--- config.mk ---
export PLATFORM = sky130hd
export DESIGN_NAME = rwtl_merge
export DESIGN_NICKNAME = d
export VERILOG_FILES = /design/src/hdl/reaction_wheel_torque_limiter_unit_macros.svh /design/src/hdl/rwtl_pkg.sv /design/src/hdl/rwtl_merge.sv
export SDC_FILE = /design/constraint.sdc
export NUM_CORES = 1
export LEC_CHECK = 0
export BUFFER_PORTS_ARGS = -buffer_cell sky130_fd_sc_hd__buf_4
export CAP_MARGIN = 20
export CORE_ASPECT_RATIO = 1.5
export CORE_MARGIN = 1.5
export CORE_UTILIZATION = 30
export DETAILED_ROUTE_END_ITERATION = 16
export PLACE_DENSITY = 0.57
export SYNTH_ARGS = -nofsm -noshare
export SYNTH_HDL_FRONTEND = slang
export SYNTH_SLANG_ARGS = --single-unit
--- constraint.sdc ---
create_clock -name clk -period 4.38 [get_ports clk]
set_clock_uncertainty 0.1 [all_clocks]
set_input_delay 0.219 -clock clk [delete_from_list [all_inputs] [get_ports clk]]
set_output_delay 0.219 -clock clk [all_outputs]
set_load 0.1 [all_outputs]
--- src/hdl/reaction_wheel_torque_limiter_unit_macros.svh ---
// ----------------------------------------------------------------------------
// Reaction wheel torque limiter - assertion macros
// Shared concurrent assertion forms, clocked on clk, disabled in reset.
// ----------------------------------------------------------------------------
`ifndef REACTION_WHEEL_TORQUE_LIMITER_UNIT_MACROS_SVH
`define REACTION_WHEEL_TORQUE_LIMITER_UNIT_MACROS_SVH

// same-cycle implication
`define RWTL_ASSERT(lbl, ante, cons, msg) \
	lbl: assert property (@(posedge clk) disable iff (!arst_n) (ante) |-> (cons)) \
		else $error(msg);

// next-cycle implication
`define RWTL_ASSERT_NEXT(lbl, ante, cons, msg) \
	lbl: assert property (@(posedge clk) disable iff (!arst_n) (ante) |=> (cons)) \
		else $error(msg);

`endif

--- src/hdl/rwtl_pkg.sv ---
// ----------------------------------------------------------------------------
// Reaction wheel torque limiter - package
// Widths, register indexes and the types shared by lanes, merge and top.
// ----------------------------------------------------------------------------
package rwtl_pkg;

	localparam int WHEEL_COUNT = 4;
	localparam int FIELD_W     = 16;
	localparam int LANE_STAGES = 6;

	localparam int LIM_W   = 15;
	localparam int RECIP_W = 24;
	localparam int FRAC_W  = 16;
	localparam int CFG_IDX_W  = 2;
	localparam int CFG_DATA_W = 24;

	localparam logic [CFG_IDX_W-1:0] REG_TORQUE_LIMIT = 2'd0;
	localparam logic [CFG_IDX_W-1:0] REG_SPEED_LIMIT  = 2'd1;
	localparam logic [CFG_IDX_W-1:0] REG_SPEED_RECIP  = 2'd2;
	localparam logic [CFG_IDX_W-1:0] REG_FLOOR_FRAC   = 2'd3;

	localparam logic [LIM_W-1:0]   TORQUE_LIMIT_RST = 15'd0;
	localparam logic [LIM_W-1:0]   SPEED_LIMIT_RST  = 15'd32767;
	localparam logic [RECIP_W-1:0] SPEED_RECIP_RST  = 24'd512;
	localparam logic [FRAC_W-1:0]  FLOOR_FRAC_RST   = 16'd0;

	typedef struct packed {
		logic [LIM_W-1:0]   torque_limit;
		logic [LIM_W-1:0]   speed_limit;
		logic [RECIP_W-1:0] speed_limit_reciprocal;
		logic [FRAC_W-1:0]  reversal_floor_fraction;
	} cfg_t;

	typedef struct packed {
		logic [FIELD_W-1:0] torque;
		logic               sat;
	} lane_res_t;

endpackage

--- src/hdl/rwtl_merge.sv ---
// ----------------------------------------------------------------------------
// Reaction wheel torque limiter - merge stage
// Packs lane torques, ORs lane saturation flags, holds the output request.
// ----------------------------------------------------------------------------
module rwtl_merge #(
	parameter int WHEEL_COUNT = rwtl_pkg::WHEEL_COUNT
) (
	input  logic                                   clk,
	input  logic                                   arst_n,
	input  logic                                   in_valid,
	output logic                                   in_ready,
	input  rwtl_pkg::lane_res_t                    res [WHEEL_COUNT],
	output logic                                   m_tvalid,
	input  logic                                   m_tready,
	output logic [WHEEL_COUNT*rwtl_pkg::FIELD_W-1:0] m_tdata,
	output logic                                   m_tuser
);

	localparam int FW = rwtl_pkg::FIELD_W;

	logic [WHEEL_COUNT*FW-1:0] data_c;
	logic                      sat_c;

	always_comb begin
		sat_c = 1'b0;
		for (int i = 0; i < WHEEL_COUNT; i++) begin
			data_c[i*FW +: FW] = res[i].torque;
			sat_c = sat_c | res[i].sat;
		end
	end

	logic                      valid_q;
	logic [WHEEL_COUNT*FW-1:0] data_q;
	logic                      sat_q;

	assign in_ready = !valid_q || m_tready;

	always_ff @(posedge clk or negedge arst_n) begin
		if (!arst_n) begin
			valid_q <= 1'b0;
		end else if (in_ready) begin
			valid_q <= in_valid;
		end
	end

	always_ff @(posedge clk) begin
		if (in_ready) begin
			data_q <= data_c;
			sat_q  <= sat_c;
		end
	end

	assign m_tvalid = valid_q;
	assign m_tdata  = data_q;
	assign m_tuser  = sat_q;

endmodule

==> metrics.md <==
| Metric | Value |
|---|---|
| Gr ovfl total | `0` |
| Most used DFF post-synth | `edfxtp_1` |
| DR iter-0 viols | `about 80` |
| Final Hold Viols | `0` |
| Synth unique cells | `4` |
| Synthesized Nets | `141` |
| Global-route wire length before repair | `roughly 7600 µm` |
| Die height | `103 µm` |
| Post-synth top cells | `edfxtp_1 (65), nand2b_1 (2), dfrtp_1 (1), or4_1 (1)` |
| Hold Slack | `~0.047 ns` |
| Grt met2 use | `around 27%` |
| Power Density | `~430 mW/mm²` |
| Cts bufs inserted | `9` |
| CP startpoint kind | `register` |
| Max-Cap Viols | `0` |
| Static Leakage | `1.70 nW` |
| Crit path buffers/inverters | `1` |
| Max Freq | `461 MHz` |
| Setup TNS | `0 ns` |
| Syn_area_per_cell | `28.9 µm²` |
| CTS max path bufs | `2` |
| Period utilization | `between 40% and 50%` |
| RSZ-0062 raised after global routing | `false` |
| WL/cell | `around 15 µm` |
| Met3 Usage GRT | `3.03%` |
| First-pass DRT Iterations | `6` |
| Clk_lat worst skew | `0.33 ns` |
| Top-level port count | `139` |
| Grt peak-use layer | `met2` |
| Sink Count | `66` |
| Multi-input logic area | `22.5 µm²` |
| Tightest Pin Transition | `0.965 ns` |
| Post-synthesis sequential area ratio | `99.0%` |
| Register Area | `between 0.0015 and 0.002 mm²` |
| Antenna cells | `0` |
| Post-layout min period | `2.17 ns` |
| Worst hold path class | `in -> reg` |
| Crit Path Class | `reg -> out` |
| Root buf cell | `clkbuf_8` |
| Reg2reg setup slack | `2.39 ns` |
| Chip width | `69.6 µm` |
| Vias in the first global route | `1,607` |
| Fillers | `522` |
| Max stage delay on crit path | `around 0.68 ns` |
| Vias | `1,511` |
| Routed wire length | `5350 µm` |
| Cell Chain, Critical Path | `nand2b_2 > buf_4` |
| Area leader, netlist | `edfxtp_1` |
| Htree depth | `3` |
| Core Footprint | `0.00649 mm²` |
| Synth Instances | `69` |
| Final Net Count | `357` |
| Post-layout instance area | `0.00398 mm²` |
| Final number of max-transition violations | `0` |
| Most numerous cell in the Yosys netlist | `edfxtp_1` |
| Antenna-violating nets left | `0` |
| Clock-pin slew on the worst setup and hold paths | `0.07 ns` |
| Initial cell density of the core | `a little under a third` |
| CTS tree | `built` |
| Non-filler cells, final | `366` |
| Critical Path RT | `4.06 ns` |
| Max transition margin | `35.7%` |
| # Post-CTS Setup Buffers | `0` |
| Placed Instances | `284` |
| Post-Syn Area | `0.00200 mm²` |
| Synth warn | `0` |
| Worst vdd ir | `0.229 mV` |
| Arrival time at the worst endpoint | `1.85 ns` |
| Die ar. | `0.00717 mm²` |
| Initial antenna violation count | `0` |
| Area Growth Syn to Fin | `99.1%` |
| Async SR Flop Fraction | `1.52%` |
| Max Fanout on Critical Path | `40` |
| FF+latch count, synth | `66` |
| Yosys top cell area share | `between 90 and 100%` |
| Worst Setup End Kind | `output port` |
| Status | `finished, final reports clean` |
| Top cells by area, synth | `edfxtp_1 (98%), dfrtp_1 (1.3%), nand2b_1 (0.63%), or4_1 (0.38%)` |
| Met1 Use GR | `14.3%` |
| PortBufs | `138` |
| CP delay by family, top | `simple AND/OR/NAND/NOR gates` |
| Crit path max-delay cell type | `nand2b_2` |
| EDFF count, synth | `65` |
| Avg Vias per Cell | `4.13` |
| Placer Congestion | `0.714` |
| Std cell rows | `36` |
| Setup violators final | `0` |
| Fraction of layout cells with a size suffix above 1 | `a little over half` |
| Placed cell area | `0.00314 mm²` |
| Drt drc | `0` |
| Largest net degree at the start of global routing | `41` |
| GR Util All Layers | `between 10% and 20%` |
==> final timing paths <==
path / start / end / cells past startpoint
worst max register to register: m_tvalid / m_tdata[47] / 2
max in group asynchronous: arst_n / m_tvalid / 2
worst min register to register: m_tvalid / m_tvalid / 2
worst max-delay path: m_tvalid / in_ready / 2
worst min-delay path: res[17] / m_tuser / 2
min in group asynchronous: arst_n / m_tvalid / 2
==> sequential cells by signal, summed over array words and instances, names as in the netlist <==
name and flops:
m_tdata 64, m_tuser 1, m_tvalid 1
==> layer usage <==
layer	vias up	wire (µm)
met2	67	3150
met4	0	200
met3	13	256
met1	721	1750
met5	-	0
li1	710	-
==> final cells by class <==
class,instances,area share [%]
clock buffers,12,3.40
clock inverters,4,1.07
multi-input cells,3,0.566
flip-flops and latches,66,49.7
well taps,76,2.39
repair buffers,205,42.9
==> power breakdown <==
part	switching, W	leakage (nW)	internal, W
Sequential	0.0000119	0.662	0.000747
Clock	0.000209	0.0894	0.000259
Combinational	0.000368	0.949	0.000132
Total	0.000589	1.70	0.00114
==> worst register-to-register path: stages (launching register included) <==
cell and delay (ns):
dfrtp_1 0.39, nand2b_2 0.68, buf_4 0.48
==> kinds of logic after synthesis <==
logic type / after synthesis / share of synthesized area [%]
DFF: 66 / 99.0
and+or+nand+nor: 3 / 1.00
==> placed cells by master (no fill, tap or decap), drive strengths merged <==
master	count
nand2b	2
or4	1
clkinv	3
edfxtp	65
buf	139
bufinv	1
dfrtp	1
dlygate4sd3	66
clkbuf	12
==> per-stage QoR <==
step	util, %	setup WS (ns)	power [W]
floorplan	-	0.547	0.00111
global placement	48.4	2.40	0.00122
detailed placement	48.4	2.35	0.00123
CTS	61.3	2.16	0.00174
global route	61.3	2.06	0.00178
finish	61.3	2.21	0.00173
==> repair_timing <==
item,in CTS,in global routing
setup endpoints to repair,0,0
hold buffers,66,0
resized for setup,0,0
endpoints found under the hold margin,66,0
Power figures use the tool's default switching activity.
