===== src/hdl/reaction_wheel_torque_limiter_unit_macros.svh =====
// ----------------------------------------------------------------------------
// Reaction wheel torque limiter - assertion macros
// Shared concurrent assertion forms, clocked on clk, disabled in reset.
// ----------------------------------------------------------------------------
`ifndef REACTION_WHEEL_TORQUE_LIMITER_UNIT_MACROS_SVH
`define REACTION_WHEEL_TORQUE_LIMITER_UNIT_MACROS_SVH

// same-cycle implication
`define RWTL_ASSERT(lbl, ante, cons, msg) \
	lbl: assert property (@(posedge clk) disable iff (!arst_n) (ante) |-> (cons)) \
		else $error(msg);

// next-cycle implication
`define RWTL_ASSERT_NEXT(lbl, ante, cons, msg) \
	lbl: assert property (@(posedge clk) disable iff (!arst_n) (ante) |=> (cons)) \
		else $error(msg);

`endif


===== src/hdl/rwtl_pkg.sv =====
// ----------------------------------------------------------------------------
// Reaction wheel torque limiter - package
// Widths, register indexes and the types shared by lanes, merge and top.
// ----------------------------------------------------------------------------
package rwtl_pkg;

	localparam int WHEEL_COUNT = 4;
	localparam int FIELD_W     = 16;
	localparam int LANE_STAGES = 6;

	localparam int LIM_W   = 15;
	localparam int RECIP_W = 24;
	localparam int FRAC_W  = 16;
	localparam int CFG_IDX_W  = 2;
	localparam int CFG_DATA_W = 24;

	localparam logic [CFG_IDX_W-1:0] REG_TORQUE_LIMIT = 2'd0;
	localparam logic [CFG_IDX_W-1:0] REG_SPEED_LIMIT  = 2'd1;
	localparam logic [CFG_IDX_W-1:0] REG_SPEED_RECIP  = 2'd2;
	localparam logic [CFG_IDX_W-1:0] REG_FLOOR_FRAC   = 2'd3;

	localparam logic [LIM_W-1:0]   TORQUE_LIMIT_RST = 15'd0;
	localparam logic [LIM_W-1:0]   SPEED_LIMIT_RST  = 15'd32767;
	localparam logic [RECIP_W-1:0] SPEED_RECIP_RST  = 24'd512;
	localparam logic [FRAC_W-1:0]  FLOOR_FRAC_RST   = 16'd0;

	typedef struct packed {
		logic [LIM_W-1:0]   torque_limit;
		logic [LIM_W-1:0]   speed_limit;
		logic [RECIP_W-1:0] speed_limit_reciprocal;
		logic [FRAC_W-1:0]  reversal_floor_fraction;
	} cfg_t;

	typedef struct packed {
		logic [FIELD_W-1:0] torque;
		logic               sat;
	} lane_res_t;

endpackage


===== src/hdl/rwtl_lane.sv =====
// ----------------------------------------------------------------------------
// Reaction wheel torque limiter - wheel lane
// Six-stage pipeline: speed ratio, reversal fraction, reversal limit, clamp.
// ----------------------------------------------------------------------------
module rwtl_lane (
	input  logic                               clk,
	input  rwtl_pkg::cfg_t                     cfg,
	input  logic [rwtl_pkg::LANE_STAGES-1:0]   en,
	input  logic signed [rwtl_pkg::FIELD_W-1:0] speed,
	input  logic signed [rwtl_pkg::FIELD_W-1:0] torque,
	output rwtl_pkg::lane_res_t                res
);

	localparam logic [24:0] ONE24 = 25'h100_0000;
	localparam logic [16:0] ONE16 = 17'h1_0000;

	// stage 1: magnitudes, speed ratio product, threshold flags
	logic signed [16:0] sx, tx;
	logic [16:0] ms0, mt0;
	logic [40:0] prod0;
	logic        flag0;

	assign sx = {speed[15], speed};
	assign tx = {torque[15], torque};
	assign ms0 = speed[15]  ? 17'(-sx) : 17'(sx);
	assign mt0 = torque[15] ? 17'(-tx) : 17'(tx);
	assign prod0 = ms0 * cfg.speed_limit_reciprocal;
	assign flag0 = ((22'(mt0) * 22'd20) >= (22'(cfg.torque_limit) * 22'd19)) ||
		((22'(ms0) * 22'd20) >= (22'(cfg.speed_limit) * 22'd19));

	logic [40:0]        prod_s1;
	logic signed [15:0] spd_s1, trq_s1;
	logic [16:0]        mt_s1;
	logic               flag_s1;

	always_ff @(posedge clk) begin
		if (en[0]) begin
			prod_s1 <= prod0;
			spd_s1  <= speed;
			trq_s1  <= torque;
			mt_s1   <= mt0;
			flag_s1 <= flag0;
		end
	end

	// stage 2: saturate ratio at one, weight the speed-dependent part
	logic [24:0] ratio1, dist1;
	logic [16:0] wgt1;
	logic [41:0] prod2_c;

	assign ratio1 = (prod_s1 > 41'(ONE24)) ? ONE24 : prod_s1[24:0];
	assign dist1 = ONE24 - ratio1;
	assign wgt1 = ONE16 - 17'(cfg.reversal_floor_fraction);
	assign prod2_c = wgt1 * dist1;

	logic [40:0]        prod2_s2;
	logic signed [15:0] spd_s2, trq_s2;
	logic [16:0]        mt_s2;
	logic               flag_s2;

	always_ff @(posedge clk) begin
		if (en[1]) begin
			prod2_s2 <= prod2_c[40:0];
			spd_s2   <= spd_s1;
			trq_s2   <= trq_s1;
			mt_s2    <= mt_s1;
			flag_s2  <= flag_s1;
		end
	end

	// stage 3: add the floor term
	logic [40:0]        frac_s3;
	logic signed [15:0] spd_s3, trq_s3;
	logic [16:0]        mt_s3;
	logic               flag_s3;

	always_ff @(posedge clk) begin
		if (en[2]) begin
			frac_s3 <= {1'b0, cfg.reversal_floor_fraction, 24'b0} + prod2_s2;
			spd_s3  <= spd_s2;
			trq_s3  <= trq_s2;
			mt_s3   <= mt_s2;
			flag_s3 <= flag_s2;
		end
	end

	// stage 4: limit times fraction, split in two partial products
	logic [35:0]        ph_s4;
	logic [34:0]        pl_s4;
	logic signed [15:0] spd_s4, trq_s4;
	logic [16:0]        mt_s4;
	logic               flag_s4;

	always_ff @(posedge clk) begin
		if (en[3]) begin
			ph_s4   <= cfg.torque_limit * frac_s3[40:20];
			pl_s4   <= cfg.torque_limit * frac_s3[19:0];
			spd_s4  <= spd_s3;
			trq_s4  <= trq_s3;
			mt_s4   <= mt_s3;
			flag_s4 <= flag_s3;
		end
	end

	// stage 5: combine partials, keep the integer part
	logic [55:0] sum4;
	assign sum4 = {ph_s4, 20'b0} + 56'(pl_s4);

	logic [15:0]        rev_s5;
	logic signed [15:0] spd_s5, trq_s5;
	logic [16:0]        mt_s5;
	logic               flag_s5;

	always_ff @(posedge clk) begin
		if (en[4]) begin
			rev_s5  <= sum4[55:40];
			spd_s5  <= spd_s4;
			trq_s5  <= trq_s4;
			mt_s5   <= mt_s4;
			flag_s5 <= flag_s4;
		end
	end

	// stage 6: clamp, reversal clip, speed block
	logic               opp5, neg5, blocked5, rev_flag5;
	logic [16:0]        lim5, rev17;
	logic [16:0]        mq_a5, mq_b5;
	logic signed [16:0] wl5, s17;
	logic [15:0]        tq5;

	always_comb begin
		lim5  = 17'(cfg.torque_limit);
		rev17 = 17'(rev_s5);
		wl5   = $signed({2'b0, cfg.speed_limit});
		s17   = {spd_s5[15], spd_s5};
		neg5  = trq_s5[15];
		opp5  = ((spd_s5 > 0) && (trq_s5 < 0)) || ((spd_s5 < 0) && (trq_s5 > 0));
		rev_flag5 = opp5 && (mt_s5 > rev17);
		mq_a5 = (mt_s5 > lim5) ? lim5 : mt_s5;
		mq_b5 = (opp5 && (mq_a5 > rev17)) ? rev17 : mq_a5;
		blocked5 = neg5 ? (s17 <= -wl5) : (s17 >= wl5);
		if (blocked5 || (mq_b5 == 17'd0))
			tq5 = '0;
		else if (neg5)
			tq5 = 16'(-mq_b5);
		else
			tq5 = mq_b5[15:0];
	end

	rwtl_pkg::lane_res_t res_s6;

	always_ff @(posedge clk) begin
		if (en[5]) begin
			res_s6.torque <= tq5;
			res_s6.sat    <= flag_s5 | rev_flag5;
		end
	end

	assign res = res_s6;

endmodule


===== config.mk =====
export PLATFORM = sky130hd
export DESIGN_NAME = rwtl_lane
export DESIGN_NICKNAME = d
export VERILOG_FILES = /design/src/hdl/reaction_wheel_torque_limiter_unit_macros.svh /design/src/hdl/rwtl_pkg.sv /design/src/hdl/rwtl_lane.sv
export SDC_FILE = /design/constraint.sdc
export NUM_CORES = 2
export LEC_CHECK = 0
export BUFFER_PORTS_ARGS = -buffer_cell sky130_fd_sc_hd__buf_2
export CORE_MARGIN = 8
export CORE_UTILIZATION = 24
export DETAILED_ROUTE_END_ITERATION = 10
export GPL_TIMING_DRIVEN = 1
export HOLD_SLACK_MARGIN = 0.06
export PLACE_DENSITY = 0.44
export RECOVER_POWER = 25
export SYNTH_ARGS = -nofsm -noshare
export SYNTH_HDL_FRONTEND = slang
export SYNTH_SLANG_ARGS = --single-unit
export TNS_END_PERCENT = 30

===== constraint.sdc =====
create_clock -name clk -period 28.1 [get_ports clk]
set_input_delay 5.62 -clock clk [delete_from_list [all_inputs] [get_ports clk]]
set_output_delay 5.62 -clock clk [all_outputs]
set_load 0.01 [all_outputs]

==> impl_metrics.tcl <==
set metrics [dict create \
    crit_type "input pin to flip-flop" \
    ys_ff_latch 452 \
    peakVddDrop_mv 0.1864 \
    cts_tree "yes" \
    grt_pass1_wl_um 310800 \
    core_sq_um 287700 \
    cts.path.max_buffers 3 \
    place_hpwl_um 154500 \
    synth_top_area_share_pct 33.89 \
    finalSetupTns_ns 0 \
    critPathLaunchType "input pin" \
    cp_max_fo 24 \
    worstHoldPathType "flip-flop to flip-flop" \
    cts_root_buf "clkbuf_16" \
    fin_area_sq_um 76350 \
    rsz0062_at_grt "no" \
    die_h_um 553.3 \
    min_period_over_period_pct 49.29 \
    synthArstFlopShare_pct 0 \
    post_drt_wl_per_cell_um 17.90 \
    cts_resized 0 \
    final_cell_mix "1367 x inv_1, 1173 x fa_1, 1040 x nand2_1, 702 x ha_1, 452 x edfxtp_1" \
    drtIter0Drc 2414 \
    ys_warn_count 0 \
    grt_pass1_vias 53370 \
    synth_ff_type "edfxtp_1" \
    post_cts_buffers 0 \
    die_width_um 553.3 \
    cts.clk_slew.worst_paths_ns 0.06 \
    yosysTopAreaCell "fa_1" \
    dp_cells 10840 \
    fin_worst_skew_ns 0.06571 \
    end_kind "flip-flop" \
    place.gp.congestion 0.8509 \
    finalSetupViolations 0 \
    final_common_cell "inv_1" \
    layout_min_cycle_time_ns 13.85 \
    power-per-cell-area_nw_per_um2 108.5 \
    routed_wl_um 196000 \
    fmax_mhz 72.21 \
    layout_setup_ws_ns 14.25 \
    rows 197 \
    relSlewSlack_pct 19.22 \
    final_net_count 9099 \
    groute.usage.overall_pct 12.80 \
    antenna_found_initial 29 \
    numCtsBuffers 55 \
    synth_area_leaders "fa_1 34%, edfxtp_1 20%, ha_1 13%, inv_1 7.4%, nand2_1 5.6%" \
    critPathRequiredTime_ns 28.51 \
    grt_max_degree 69 \
    crit_arrival_ns 14.25 \
    dieArea_sq_um 306100 \
    synth_enable_flop_cells 452 \
    hold_violations 0 \
    insertion_delay_ns 0.72 \
    pin_count 126 \
    io_buffers 125 \
    via_per_inst 4.450 \
    initial_core_util_pct 24.08 \
    tightest_slew_ns 1.201 \
    grt-ovfl-total 0 \
    route.detailed.drc 0 \
    dr.pass1.iters 5 \
    multi_input_area_sq_um 49850 \
    netlist_area_sq_um 69280 \
    place_ws_ns 13.61 \
    ff_latch_area_sq_um 13570 \
    maxCapViolations 0 \
    status "complete, no violations" \
    seq_area_frac_synth_pct 19.59 \
    hold_buffers 0 \
    instances_no_fill 10950 \
    vias 48740 \
    h-tree-depth 2 \
    placed_area_sq_um 74500 \
    drv_slew 0 \
    leakage_nw 35.26 \
    drive_gt1_share_pct 5.251 \
    synthCells 7075 \
    fill_cells 30450 \
    ant_nets 0 \
    cts.sinks 452 \
    syn_avg_cell_area_sq_um 9.792 \
    area_delta_synth_final_pct 10.20 \
    ys_types 96 \
]
==> cells in the mapped netlist, drive strengths merged (23+ instances only) <==
cell    count
a211oi     24
a21o       83
a21oi     176
a31oi      25
and2      410
and3       35
buf        28
clkbuf    216
edfxtp    452
fa       1173
ha        702
inv      1367
nand2    1046
nand2b     28
nand3      74
nand4      42
nor2      319
nor2b      28
nor3       74
nor4       31
o21a       44
o21ai     128
o21bai     23
o31ai      23
or3        24
xnor2     191
xor2       75
==> sequential cells by signal (all words and copies together) (netlist names), 16 cells and up <==
signal,count
res,17
trq_s4,16
mt_s3,16
ph_s4,36
prod2_s2,41
spd_s4,16
spd_s3,16
mt_s2,16
trq_s2,16
mt_s4,16
spd_s5,16
rev_s5,16
trq_s3,16
trq_s1,16
mt_s1,16
frac_s3,41
prod_s1,41
mt_s5,16
trq_s5,16
spd_s2,16
spd_s1,16
==> worst max-delay path, cell delays in order <==
cell and delay (ns):
buf_2 0.28, inv_1 0.29, nand4_1 0.21, or4_1 0.57, nor3_1 0.35, xor2_1 0.76
nor2_1 0.15, fa_1 0.47, fa_1 0.48, inv_1 0.05, fa_1 0.54, inv_1 0.05
fa_1 0.45, fa_1 0.49, inv_1 0.05, fa_1 0.47, inv_1 0.04, ha_1 0.35
a21oi_1 0.22, o21ai_0 0.20, a221oi_1 0.66, nand3_1 0.15, o221a_2 0.31, o31ai_1 0.43
a21oi_1 0.16, o21a_1 0.19, o31a_1 0.23
==> final cells by class <==
class                   instances  share of cell area [%]
inverters                    1368                   6.726
repair buffers                201                   1.583
diodes                         10                 0.03278
multi-input cells            5037                   65.30
clock inverters                35                  0.5211
clock buffers                  68                   1.867
well taps                    3781                   6.196
flip-flops and latches        452                   17.78
==> worst paths after layout <==
check / start / to / slack, ns / depth (start not counted)
max: cfg[0] / prod2_s2[38]$_DFFE_PP_ / 14.25 / 27
min: prod2_s2[17]$_DFFE_PP_ / frac_s3[17]$_DFFE_PP_ / 0.40 / 0
max reg2reg: prod_s1[6]$_DFFE_PP_ / prod2_s2[38]$_DFFE_PP_ / 16.48 / 35
min reg2reg: prod2_s2[17]$_DFFE_PP_ / frac_s3[17]$_DFFE_PP_ / 0.40 / 0
==> power breakdown <==
part	total, mW	switching (mW)	leakage (nW)	internal [mW]
clock	0.720	0.317	0.855	0.403
combinational	6.31	3.67	29.9	2.64
sequential	1.25	0.0890	4.48	1.16
total	8.29	4.08	35.3	4.21
==> through the flow <==
stage	hold slack, ns	utilization (%)	power [mW]
after floorplan	0.4003	-	5.911
after global placement	0.4005	25.90	7.641
after detailed placement	0.4045	25.90	7.674
after CTS	0.4039	26.53	8.474
after global routing	0.4112	26.54	9.304
final	0.3957	26.54	8.286
==> cell families (layout without fill, tap and decap cells) <==
| logic type | Yosys count | after routing | share of synthesized area (%) |
|---|---|---|---|
| multiplexers | 38 | 38 | 0.5851 |
| other | 2 | 38 | 0.01084 |
| XOR/XNOR | 266 | 266 | 3.395 |
| buffers and inverters | 1612 | 1672 | 8.840 |
| AND/OR/NAND/NOR | 2165 | 2165 | 14.61 |
| flip-flops | 452 | 452 | 19.59 |
| AO/OA/AOI/OAI | 665 | 665 | 6.391 |
| adder cells (fa/ha/maj) | 1875 | 1875 | 46.57 |
==> per-layer routing <==
metal | GRT usage [%] | share of wire (%)
met1 | 16.94 | 45
met2 | 21.74 | 47
met3 | 1.905 | 4.6
met4 | 3.527 | 2.9
met5 | 0 | 0.040
Power figures use the tool's default switching activity.
